$ cat src/hw/rtl/ptcd_pkg.sv
// Shared constants, beat types and control structs for the counter delta unit.
// No dependencies; imported by every module of the block except ptcd_ram.
package ptcd_pkg;

   localparam int MAX_THREADS  = 64;
   localparam int MAX_COUNTERS = 8;

   localparam int THREAD_W    = 23;
   localparam int VALUE_W     = 64;
   localparam int COUNT_IN_W  = 4;
   localparam int SEQ_W       = 64;
   localparam int SLOT_OUT_W  = 3;

   localparam int ENTRY_W  = (MAX_THREADS > 1) ? $clog2(MAX_THREADS) : 1;
   localparam int USED_W   = $clog2(MAX_THREADS + 1);
   localparam int SLOT_W   = (MAX_COUNTERS > 1) ? $clog2(MAX_COUNTERS) : 1;
   localparam int CNT_W    = $clog2(MAX_COUNTERS + 1);
   localparam int SUM_W    = CNT_W + 1;
   localparam int PRIOR_DEPTH = MAX_THREADS * MAX_COUNTERS;
   localparam int PRIOR_AW = (PRIOR_DEPTH > 1) ? $clog2(PRIOR_DEPTH) : 1;

   localparam logic STATUS_ACCEPTED = 1'b0;
   localparam logic STATUS_FULL     = 1'b1;

   typedef struct packed {
      logic [THREAD_W-1:0]   thread_id;
      logic [THREAD_W-1:0]   process_id;
      logic [VALUE_W-1:0]    counter_value;
      logic [COUNT_IN_W-1:0] sample_count;
   } req_type;

   typedef struct packed {
      logic                  status;
      logic [SEQ_W-1:0]      sequence_res;
      logic [THREAD_W-1:0]   thread_out;
      logic [THREAD_W-1:0]   process_out;
      logic [SLOT_OUT_W-1:0] slot_out;
      logic [VALUE_W-1:0]    delta;
      logic                  last_of_sample;
   } rsp_type;

   typedef struct packed {
      logic load;
      logic scan_step;
      logic alloc;
      logic hit;
      logic reject;
      logic calc;
   } cmd_type;

   typedef struct packed {
      logic first_of_sample;
      logic scan_end;
      logic table_full;
      logic scan_match;
   } stat_type;

endpackage

$ cat src/hw/rtl/ptcd_ctrl.sv
// Controller state machine: sequences lookup, allocation or rejection, read and update.
// Depends on ptcd_pkg for the command and status structs.
module ptcd_ctrl (
   input  logic               clock,
   input  logic               reset,
   input  logic               start,
   input  ptcd_pkg::stat_type stat,
   output ptcd_pkg::cmd_type  cmd,
   output logic               busy
);
   import ptcd_pkg::*;

   localparam logic [2:0] ST_IDLE = 3'd0;
   localparam logic [2:0] ST_LOOK = 3'd1;
   localparam logic [2:0] ST_CMP  = 3'd2;
   localparam logic [2:0] ST_READ = 3'd3;
   localparam logic [2:0] ST_CALC = 3'd4;

   logic [2:0] state_ff;
   logic [2:0] state_in;

   always_comb begin
      state_in = state_ff;
      cmd      = '0;
      case (state_ff)
         ST_IDLE: begin
            if (start) begin
               cmd.load = 1'b1;
               state_in = stat.first_of_sample ? ST_LOOK : ST_READ;
            end
         end
         ST_LOOK: begin
            if (stat.scan_end) begin
               if (stat.table_full) begin
                  cmd.reject = 1'b1;
               end else begin
                  cmd.alloc = 1'b1;
               end
               state_in = ST_READ;
            end else begin
               state_in = ST_CMP;
            end
         end
         ST_CMP: begin
            if (stat.scan_match) begin
               cmd.hit  = 1'b1;
               state_in = ST_READ;
            end else begin
               cmd.scan_step = 1'b1;
               state_in      = ST_LOOK;
            end
         end
         ST_READ: begin
            state_in = ST_CALC;
         end
         ST_CALC: begin
            cmd.calc = 1'b1;
            state_in = ST_IDLE;
         end
         default: begin
            state_in = ST_IDLE;
         end
      endcase
   end

   always_ff @(posedge clock) begin
      if (reset) begin
         state_ff <= ST_IDLE;
      end else begin
         state_ff <= state_in;
      end
   end

   assign busy = (state_ff != ST_IDLE);

endmodule

$ cat config.mk
export PLATFORM = sky130hd
export DESIGN_NAME = ptcd_ctrl
export DESIGN_NICKNAME = d
export VERILOG_FILES = /design/src/hw/rtl/ptcd_pkg.sv /design/src/hw/rtl/ptcd_ctrl.sv
export SDC_FILE = /design/constraint.sdc
export NUM_CORES = 1
export LEC_CHECK = 0
export BUFFER_PORTS_ARGS = -buffer_cell sky130_fd_sc_hd__buf_2
export CAP_MARGIN = 20
export CORE_AREA = 2 2 39 41
export DETAILED_ROUTE_END_ITERATION = 10
export DIE_AREA = 0 0 41 43
export PLACE_DENSITY = 0.45
export SYNTH_ARGS = -nofsm -noshare
export SYNTH_HDL_FRONTEND = slang
export SYNTH_SLANG_ARGS = --single-unit
$ cat constraint.sdc
create_clock -name clock -period 1.3 [get_ports clock]
set_input_delay 0.195 -clock clock [delete_from_list [all_inputs] [get_ports clock]]
set_output_delay 0.195 -clock clock [all_outputs]
set_load 0.05 [all_outputs]
# Word-level counts from Yosys, hierarchy flattened
# Index checks and enable logic that the tools add are counted.
[classes]
eq_ne = 5
n_mux = 18
n_reduce_logical = 2
[op_table]
columns = ["operator", "count"]
rows = [
  ["1-bit 2-to-1 mux", 14],
  ["3-bit one-hot mux with 4 select lines", 1],
  ["3-bit by 2-bit == test with 1-bit output, second input constant", 2],
  ["2-bit 2-to-1 mux", 2],
  ["3-bit by 1-bit == test with 1-bit output, second input constant", 1],
  ["3-bit == test, second input constant", 1],
  ["3-bit logical NOT", 1],
  ["3-bit 2-to-1 mux", 1],
  ["3-bit nonzero test", 1],
  ["2-bit != test, second input constant", 1],
]
[totals]
register_bits = 3
input_bits = 7
elab_cells = 26

# Longest topological paths before layout
# Gate-level depths: netlist of run 1.
[logic_depth]
ltp_word = 3
depth_mapped = 4
ltp_nobuf = 3

# Least setup slack after synthesis of run 1
# Ideal clock, no wire load.
[synth_timing]
kind = "reg-to-output"
start = "register state_ff[0]"
end = "output port cmd[4] in the netlist's numbering"
arrival_ns = 2.114
path_slack_ns = -1.009
stages_incl_launch_ff = 3
path_buffers = 1
path_cell_list = "dfxtp_1 buf_4 nor4b_1"
[synth_rtl]
columns = ["item", "line_no", "source"]
rows = [
  ["start, declared", "ptcd_ctrl.sv:19", "logic [2:0] state_ff;"],
  ["start signal, assigned", "ptcd_ctrl.sv:70", "state_ff <= state_in;"],
  ["end, declared", "ptcd_ctrl.sv:8", "output ptcd_pkg::cmd_type cmd,"],
]

==> results of run 1 <==
==> metrics by stage <==
step / utilization [%] / setup TNS [ps]
after floorplan: - / -249
after global placement: 26.8 / 0
after detailed placement: 26.8 / 0
after CTS: 34.8 / -324
after global routing: 35.8 / -535
final: 35.8 / -340
==> layout by cell type (no fill, tap or decap), drive strengths merged <==
| cell type | instances |
|---|---|
| a2111oi | 1 |
| buf | 22 |
| clkbuf | 4 |
| dfxtp | 3 |
| inv | 2 |
| nand2 | 2 |
| nand2b | 1 |
| nor2 | 1 |
| nor2b | 1 |
| nor3 | 4 |
| nor3b | 1 |
| nor4b | 3 |
| o21ai | 1 |
| o41ai | 1 |
| or3 | 1 |
==> path summary, 6_finish.rpt <==
check | startpoint | end | slack (ps)
worst max-delay path | state_ff[1] | cmd[5] | -100
worst min-delay path | reset | state_ff[0] | 160
worst max register to register | state_ff[1] | state_ff[0] | 90
worst min register to register | state_ff[1] | state_ff[2] | 620
==> timing repair <==
action	4_1_cts	5_1_grt
resized for setup	16	4
setup endpoints to repair	7	7
setup buffers	5	0
pin swaps	5	1
==> power by group through the flow <==
stage                     combinational, mW  clock (mW)  sequential [mW]
after floorplan                       0.162           0            0.113
after global placement                0.214           0            0.109
after detailed placement              0.212           0            0.110
after CTS                             0.250       0.174            0.111
after global routing                  0.268       0.178            0.111
final                                 0.256       0.171            0.111
==> metal layers <==
metal	up-vias	wire length (um)	global-route usage [%]
li1	135	-	-
met1	132	282	10.9
met2	10	385	13.8
met3	0	25	3.14
met4	0	0	10.0
met5	-	0	0
==> layout make-up <==
class | count | area (um^2)
fill | 142 | 888
inverter | 2 | 7.51
timing repair buffer | 22 | 181
clock buffer | 4 | 26.3
sequential | 3 | 66.3
multi-input combinational | 17 | 194
tap | 16 | 20.0
==> worst register-to-register path, delay by kind of cell, from the launching register on <==
kind | cells | cell delay [ps]
buffers and inverters | 2 | 250
AO/OA/AOI/OAI | 1 | 350
AND/OR/NAND/NOR | 1 | 160
flip-flops | 1 | 320
==> cell families (layout without fill, tap and decap cells) <==
kind of cell	Yosys count	after routing	share of synthesized area [%]
DFF	3	3	29.1
and+or+nand+nor	14	14	44.2
AOI/OAI and AO/OA	3	3	13.9
buffers and inverters	4	28	12.7
==> cells in the mapped netlist <==
cell type,count
a2111oi_2,1
o21ai_0,1
nand2_1,2
nor3_1,4
buf_6,1
nor2b_1,1
buf_4,1
nor3b_1,1
inv_1,2
or3_1,1
dfxtp_1,3
nor2_1,1
nand2b_4,1
nor4b_1,3
o41ai_1,1
==> flow_metrics.env, run 1 <==
export IMPL_wl_per_cell_um=10.8
export IMPL_drc=0
export IMPL_grt_pass1_vias=279
export IMPL_placed_area_um2=370
export IMPL_nets=56
export IMPL_via_count=277
export IMPL_core_um2=1380
export IMPL_finalWeightedCongestion=0.664
export IMPL_initial_utilization_pct=14.9
export IMPL_area_delta_synth_final_pct=140
export IMPL_detail_route_first_pass_iterations=4
export IMPL_cp_max_fo=3
export IMPL_reg_largest_list="state_ff: 3 flops"
export IMPL_dp_worst_setup_slack_ps=66.6
export IMPL_postRouteWirelength_um=693
export IMPL_hold_ws_ps=164
export IMPL_fin_worst_skew_ps=7.36
export IMPL_endpoint_kind="output pin"
export IMPL_clock_latency_ps=240
export IMPL_viasPerCell=4.33
export IMPL_tightest_slew_ps=276
export IMPL_required_ps=1110
export IMPL_setup_violations=6
export IMPL_placed_cells=55
export IMPL_outcome="complete, but fails checks"
export IMPL_cts_htree_levels=1
export IMPL_fin_area_um2=495
export IMPL_hold_class="input port to flop"
export IMPL_largest_reg_flops=3
export IMPL_hold_viol=0
export IMPL_clock_sinks=3
export IMPL_sequentialPowerShare_pct=20.6
export IMPL_crit_family="simple AND/OR/NAND/NOR gates"
export IMPL_ys_seq_area_share_pct=29.1
export IMPL_path_cells="or3_4, nor2_4, buf_6"
export IMPL_fin_crit_sh_pct=108
export IMPL_drive_above_1_share_pct=77.1
export IMPL_grt_max_degree=7
export IMPL_dieArea_um2=1760
export IMPL_max_flop_register="state_ff"
export IMPL_die_w_um=41
export IMPL_cts_clk_slew_worst_paths_ps=40
export IMPL_switchingPower_mw=0.207
export IMPL_cts_tree="built"
export IMPL_ir_drop_v=0.000465
export IMPL_synth_cells=24
export IMPL_gr_usage_all_layers_pct=9.92
export IMPL_yosys_warnings=0
export IMPL_power_mw=0.537
export IMPL_syn_nets=31
export IMPL_failed_checks="setup timing"
export IMPL_power_share_switching_pct=38.5
export IMPL_synthTopCellsByArea="dfxtp_1 29%, nor4b_1 13%, nor3_1 9.7%, a2111oi_2 7.3%, nand2b_4 6.7%"
export IMPL_cts_buffers=3
export IMPL_critical_path_max_stage_delay_ps=400
export IMPL_synth_area_um2=206
export IMPL_io_pins=14
export IMPL_drtAntennaViolNets=0
export IMPL_internal_power_mw=0.330
export IMPL_ys_seq_elements=3
export IMPL_io_buffers=13
export IMPL_antenna_found_initial=0
export IMPL_synthDistinctLibCells=15
export IMPL_clk_path_buf_depth=2
export IMPL_hold_depth=2
export IMPL_power_frac_comb_pct=47.6
export IMPL_rows=14
export IMPL_path_buf_inv=1
export IMPL_pwr_share_clk_pct=31.8
export IMPL_final_cells=64
export IMPL_timing_fmax_mhz=714
export IMPL_crit_type="flop to output pin"
export IMPL_relSlewSlack_pct=81.6
export IMPL_drtIter0Drc=6
export IMPL_cts_hold_buf=0
export IMPL_period_needed_ps=1400
export IMPL_synth_area_leader_cell="dfxtp_1"
export IMPL_slew_viol_final=0
export IMPL_grt_overflow_total=0
export IMPL_rsz0062_at_grt="yes"
export IMPL_netlist_area_leader_share_pct=29.1
export IMPL_critPathSlowestCell="or3_4"
export IMPL_worst_r2r_cell_count=4
export IMPL_power_density_nw_per_um2=1080
export IMPL_avgSynthCellArea_um2=8.60
export IMPL_die_h_um=43
export IMPL_hpwlAfterDp_um=449
export IMPL_crit_path_start_kind="flop"
export IMPL_cts_root_buf="clkbuf_4"
export IMPL_max_cap_violations=0
export IMPL_diodes=0
export IMPL_path_depth=3
export IMPL_grt_pass1_wl_mm=1.11
export IMPL_worstPathArrival_ps=1200
export IMPL_leakagePower_nw=0.214
export IMPL_fin_ws_ps=-99.6
Power figures use the tool's default switching activity.
==> run 2: changes to the inputs <==
--- a/config.mk
+++ b/config.mk
@@ -11,6 +11,7 @@
 export DETAILED_ROUTE_END_ITERATION = 10
 export DIE_AREA = 0 0 41 43
 export PLACE_DENSITY = 0.45
+export REMOVE_ABC_BUFFERS = 1
 export SYNTH_ARGS = -nofsm -noshare
 export SYNTH_HDL_FRONTEND = slang
 export SYNTH_SLANG_ARGS = --single-unit
==> constraint.sdc (replaced) <==
create_clock -name clock -period 1.3 [get_ports clock]
set_input_delay 0.195 -clock clock [delete_from_list [all_inputs] [get_ports clock]]
set_output_delay 0.195 -clock clock [all_outputs]
set_load 0.1 [all_outputs]
==> run 2 against run 1 <==
The flow still finishes with violations (setup timing). Clock skew is 4.0 ps lower. Count of clock-buffer cells in the layout is the same. Die area unchanged. Total power is 20% higher. Non-clock buffer count up 1. Hold slack better by 11 ps. Register-to-register slack improved by 140 ps. First-iteration DRC count fell by 67%. Setup slack lost 82 ps. Cell count increased by 1.6%.
==> flow_metrics.env, run 2 (same netlist as run 1, synthesis figures left out) <==
export IMPL_tightest_slew_ps=275
export IMPL_antenna_found_initial=0
export IMPL_diodes=0
export IMPL_cts_buffers=3
export IMPL_grt_overflow_total=0
export IMPL_cts_clk_slew_worst_paths_ps=40
export IMPL_hpwlAfterDp_um=454
export IMPL_fillers=146
export IMPL_placed_cells=60
export IMPL_io_buffers=13
export IMPL_largest_reg_flops=3
export IMPL_drtIter0Drc=2
export IMPL_core_um2=1380
export IMPL_io_pins=14
export IMPL_period_needed_ps=1480
export IMPL_cts_tree="built"
export IMPL_fin_worst_skew_ps=3.36
export IMPL_drtAntennaViolNets=0
export IMPL_worstPathArrival_ps=1290
export IMPL_fin_ws_ps=-182
export IMPL_power_density_nw_per_um2=1180
export IMPL_postRouteWirelength_um=721
export IMPL_final_cells=65
export IMPL_final_util_pct=39.4
export IMPL_gr_usage_all_layers_pct=10.2
export IMPL_layout_commonest_cell="buf_4"
export IMPL_outcome="complete, but fails checks"
export IMPL_grt_pass1_vias=292
export IMPL_cts_root_buf="clkbuf_4"
export IMPL_initial_utilization_pct=14.9
export IMPL_cts_hold_buf=0
export IMPL_leakagePower_nw=0.227
export IMPL_grt_max_degree=8
export IMPL_hold_class="input port to flop"
export IMPL_reg_largest_list="state_ff: 3 flops"
export IMPL_max_flop_register="state_ff"
export IMPL_relSlewSlack_pct=81.4
export IMPL_final_cell_mix="9 x buf_4, 6 x buf_2, 6 x buf_12, 3 x nor3_1, 3 x clkbuf_4"
export IMPL_drive_above_1_share_pct=77.6
export IMPL_max_cap_violations=0
export IMPL_cp_max_fo=4
export IMPL_via_count=270
export IMPL_grt_pass1_wl_mm=1.13
export IMPL_nets=57
export IMPL_timing_fmax_mhz=675
export IMPL_clock_latency_ps=230
export IMPL_wl_per_cell_um=11.1
export IMPL_viasPerCell=4.15
export IMPL_finalWeightedCongestion=0.767
export IMPL_setup_violations=7
export IMPL_hold_viol=0
export IMPL_failed_checks="setup timing"
export IMPL_clock_sinks=3
export IMPL_die_h_um=43
export IMPL_required_ps=1110
export IMPL_crit_path_start_kind="flop"
export IMPL_rows=14
export IMPL_detail_route_first_pass_iterations=2
export IMPL_die_w_um=41
export IMPL_fin_crit_sh_pct=114
export IMPL_rsz0062_at_grt="yes"
export IMPL_area_delta_synth_final_pct=164
export IMPL_endpoint_kind="output pin"
export IMPL_ir_drop_v=0.000548
export IMPL_crit_type="flop to output pin"
export IMPL_clk_path_buf_depth=2
export IMPL_cts_htree_levels=1
export IMPL_drc=0
export IMPL_dieArea_um2=1760
export IMPL_slew_viol_final=0
[run 2: power by group]
part           leakage, nW  switching, mW  internal [mW]
Sequential          0.0264         0.0176          0.105
Combinational        0.185          0.211          0.144
Clock               0.0150         0.0505          0.115
Total                0.227          0.280          0.364
[run 2: layout make-up]
type	instances	area, um^2	area share [%]
clock buffers	4	26.3	4.82
multi-input cells	17	183	33.5
repair buffers	23	240	44.0
well taps	16	20.0	3.67
inverters	2	7.51	1.38
flip-flops and latches	3	68.8	12.6
[run 2: metal layers]
metal / GRT usage, % / vias up / share of wire [%]
met5: 0 / - / 0
met4: 10.0 / 0 / 0
met3: 4.71 / 0 / 8.0
met2: 14.7 / 11 / 53
met1: 9.90 / 122 / 39
li1: - / 137 / -
[run 2: timing repair]
action | CTS | global route
resized for setup | 15 | 4
pin swaps | 3 | 2
endpoints found under the setup margin | 7 | 7
buffers inserted | 2 | 0
hold endpoints to repair | 0 | 0
[run 2: critical path: stages (launching register included)]
cell	delay, ps
dfxtp_4	350
or3_4	410
nor2_4	110
buf_12	180
[run 2: worst paths after layout]
| path | startpoint | to | slack [ps] | depth (start not counted) |
|---|---|---|---|---|
| worst max register to register | state_ff[1] | state_ff[1] | 230 | 5 |
| worst min-delay path | reset | state_ff[0] | 170 | 2 |
| worst max-delay path | state_ff[0] | cmd[5] | -180 | 3 |
| worst min register to register | state_ff[1] | state_ff[1] | 550 | 2 |
[run 2: through the flow]
stage	hold WS, ps	worst slack, ps	instance area [um^2]	power, mW	TNS (ps)
after global placement	416	-28.8	430	0.416	-36.2
final	175	-182	546	0.644	-881
after floorplan	264	-2500	188	0.302	-12040
after detailed placement	421	-40.9	430	0.415	-40.9
after global routing	165	-225	546	0.679	-1190
after CTS	161	-198	531	0.636	-976
==> run 3: changes to the inputs <==
--- a/config.mk
+++ b/config.mk
@@ -10,8 +10,10 @@
 export CORE_AREA = 2 2 39 41
 export DETAILED_ROUTE_END_ITERATION = 10
 export DIE_AREA = 0 0 41 43
+export GPL_TIMING_DRIVEN = 0
 export PLACE_DENSITY = 0.45
 export REMOVE_ABC_BUFFERS = 1
+export SKIP_LAST_GASP = 1
 export SYNTH_ARGS = -nofsm -noshare
 export SYNTH_HDL_FRONTEND = slang
 export SYNTH_SLANG_ARGS = --single-unit
==> run 3 against run 2 <==
The flow still finishes with violations (setup timing). First-iteration DRC count rose to 2.5 times the previous value. Design area down 3.4%. Maximum frequency up 0.41%.
==> flow_metrics.env, run 3 (same netlist as run 1, synthesis figures left out) <==
export IMPL_outcome="complete, but fails checks"
export IMPL_failed_checks="setup timing"
export IMPL_hold_viol=0
export IMPL_die_h_um=43
export IMPL_gr_usage_all_layers_pct=11.6
export IMPL_largest_reg_flops=3
export IMPL_crit_type="flop to output pin"
export IMPL_grt_pass1_wl_mm=1.32
export IMPL_crit_path_start_kind="flop"
export IMPL_max_cap_violations=0
export IMPL_setup_violations=7
export IMPL_internal_power_mw=0.358
export IMPL_timing_fmax_mhz=678
export IMPL_via_count=291
export IMPL_area_delta_synth_final_pct=155
export IMPL_drive_above_1_share_pct=77.6
export IMPL_postRouteWirelength_um=817
export IMPL_worstPathArrival_ps=1280
export IMPL_grt_overflow_total=0
export IMPL_leakagePower_nw=0.222
export IMPL_ir_drop_v=0.000542
export IMPL_clock_sinks=3
export IMPL_grt_max_degree=9
export IMPL_fin_crit_sh_pct=114
export IMPL_cp_max_fo=6
export IMPL_io_pins=14
export IMPL_cts_root_buf="clkbuf_4"
export IMPL_rsz0062_at_grt="yes"
export IMPL_tightest_slew_ps=257
export IMPL_fin_ws_ps=-176
export IMPL_diodes=0
export IMPL_endpoint_kind="output pin"
export IMPL_relSlewSlack_pct=82.7
export IMPL_drc=0
export IMPL_clk_path_buf_depth=2
export IMPL_cts_clk_slew_worst_paths_ps=40
export IMPL_hold_class="input port to flop"
export IMPL_grt_pass1_vias=298
export IMPL_fin_area_um2=527
export IMPL_wl_per_cell_um=12.6
export IMPL_period_needed_ps=1480
export IMPL_worst_r2r_cell_count=5
export IMPL_core_um2=1380
export IMPL_fillers=152
export IMPL_final_cell_mix="9 x buf_4, 6 x buf_2, 5 x buf_6"
export IMPL_power_frac_comb_pct=54.7
export IMPL_placed_area_um2=273
export IMPL_finalWeightedCongestion=0.671
export IMPL_r2r_slack_ps=120
export IMPL_sequentialPowerShare_pct=18.5
export IMPL_fin_worst_skew_ps=8.40
export IMPL_cts_htree_levels=1
export IMPL_antenna_found_initial=0
export IMPL_pwr_share_clk_pct=26.8
export IMPL_hold_depth=2
export IMPL_layout_commonest_cell="buf_4"
export IMPL_cts_hold_buf=0
export IMPL_io_buffers=13
export IMPL_rows=14
export IMPL_cts_buffers=3
export IMPL_hold_ws_ps=165
export IMPL_clock_latency_ps=240
export IMPL_dieArea_um2=1760
export IMPL_required_ps=1110
export IMPL_tns_ps=-909
export IMPL_drtIter0Drc=5
export IMPL_reg_largest_list="state_ff: 3 flops"
export IMPL_cts_tree="built"
export IMPL_max_flop_register="state_ff"
export IMPL_power_density_nw_per_um2=1230
export IMPL_slew_viol_final=0
export IMPL_switchingPower_mw=0.290
export IMPL_nets=57
export IMPL_die_w_um=41
export IMPL_detail_route_first_pass_iterations=4
export IMPL_power_share_switching_pct=44.8
export IMPL_viasPerCell=4.48
export IMPL_drtAntennaViolNets=0
export IMPL_initial_utilization_pct=14.9
## run 3: cell count changes in the layout (fill, tap and decap cells not counted), sizes merged
cell | previous run | this run
clkbuf | 4 | 5
buf | 23 | 22
## run 3: path summary, 6_finish.rpt
check / start / end
min: reset / state_ff[0]
max: state_ff[1] / cmd[5]
max reg2reg: state_ff[0] / state_ff[0]
min reg2reg: state_ff[1] / state_ff[2]
## run 3: per-stage QoR
| step | std cells | setup WS [ps] | util, % | total power, mW |
|---|---|---|---|---|
| 2_1_floorplan | 22 | -2500 | - | 0.302 |
| 5_1_grt | 65 | -220 | 38.1 | 0.683 |
| 4_1_cts | 63 | -199 | 35.9 | 0.631 |
| 6_report | 65 | -176 | 38.1 | 0.648 |
| 3_3_place_gp | 51 | -215 | 19.7 | 0.339 |
| 3_5_place_dp | 51 | -206 | 19.7 | 0.340 |
## run 3: power by group through the flow
stage | clock, mW | sequential (mW) | combinational (mW)
after floorplan | 0 | 0.120 | 0.182
after global placement | 0 | 0.126 | 0.213
after detailed placement | 0 | 0.126 | 0.214
after CTS | 0.176 | 0.121 | 0.334
after global routing | 0.190 | 0.122 | 0.371
final | 0.174 | 0.120 | 0.355
## run 3: final cells by class
cell class | instances | area (um^2) | share of cell area [%]
Tap cell | 16 | 20.0 | 3.80
Timing Repair Buffer | 23 | 208 | 39.4
Clock buffer | 4 | 26.3 | 4.99
Inverter | 2 | 7.51 | 1.43
Multi-Input combinational cell | 17 | 194 | 36.8
Sequential cell | 3 | 71.3 | 13.5
## run 3: what timing repair did
item / in CTS / in global routing
pin swaps: 3 / 3
setup endpoints to repair: 7 / 7
buffers inserted: 8 / 2
gates resized for setup: 34 / 3
## run 3: worst max-delay path: stages, from the launching register on
cell	delay, ps
dfxtp_4	350
or3_4	400
nor2_4	110
buf_12	180
## run 3: routing by layer
layer	GRT usage, %	vias up	routed length (um)
met5	0	-	0
met4	8.00	0	15
met3	3.66	2	60
met2	16.9	16	390
met1	13.7	134	350
li1	-	139	-
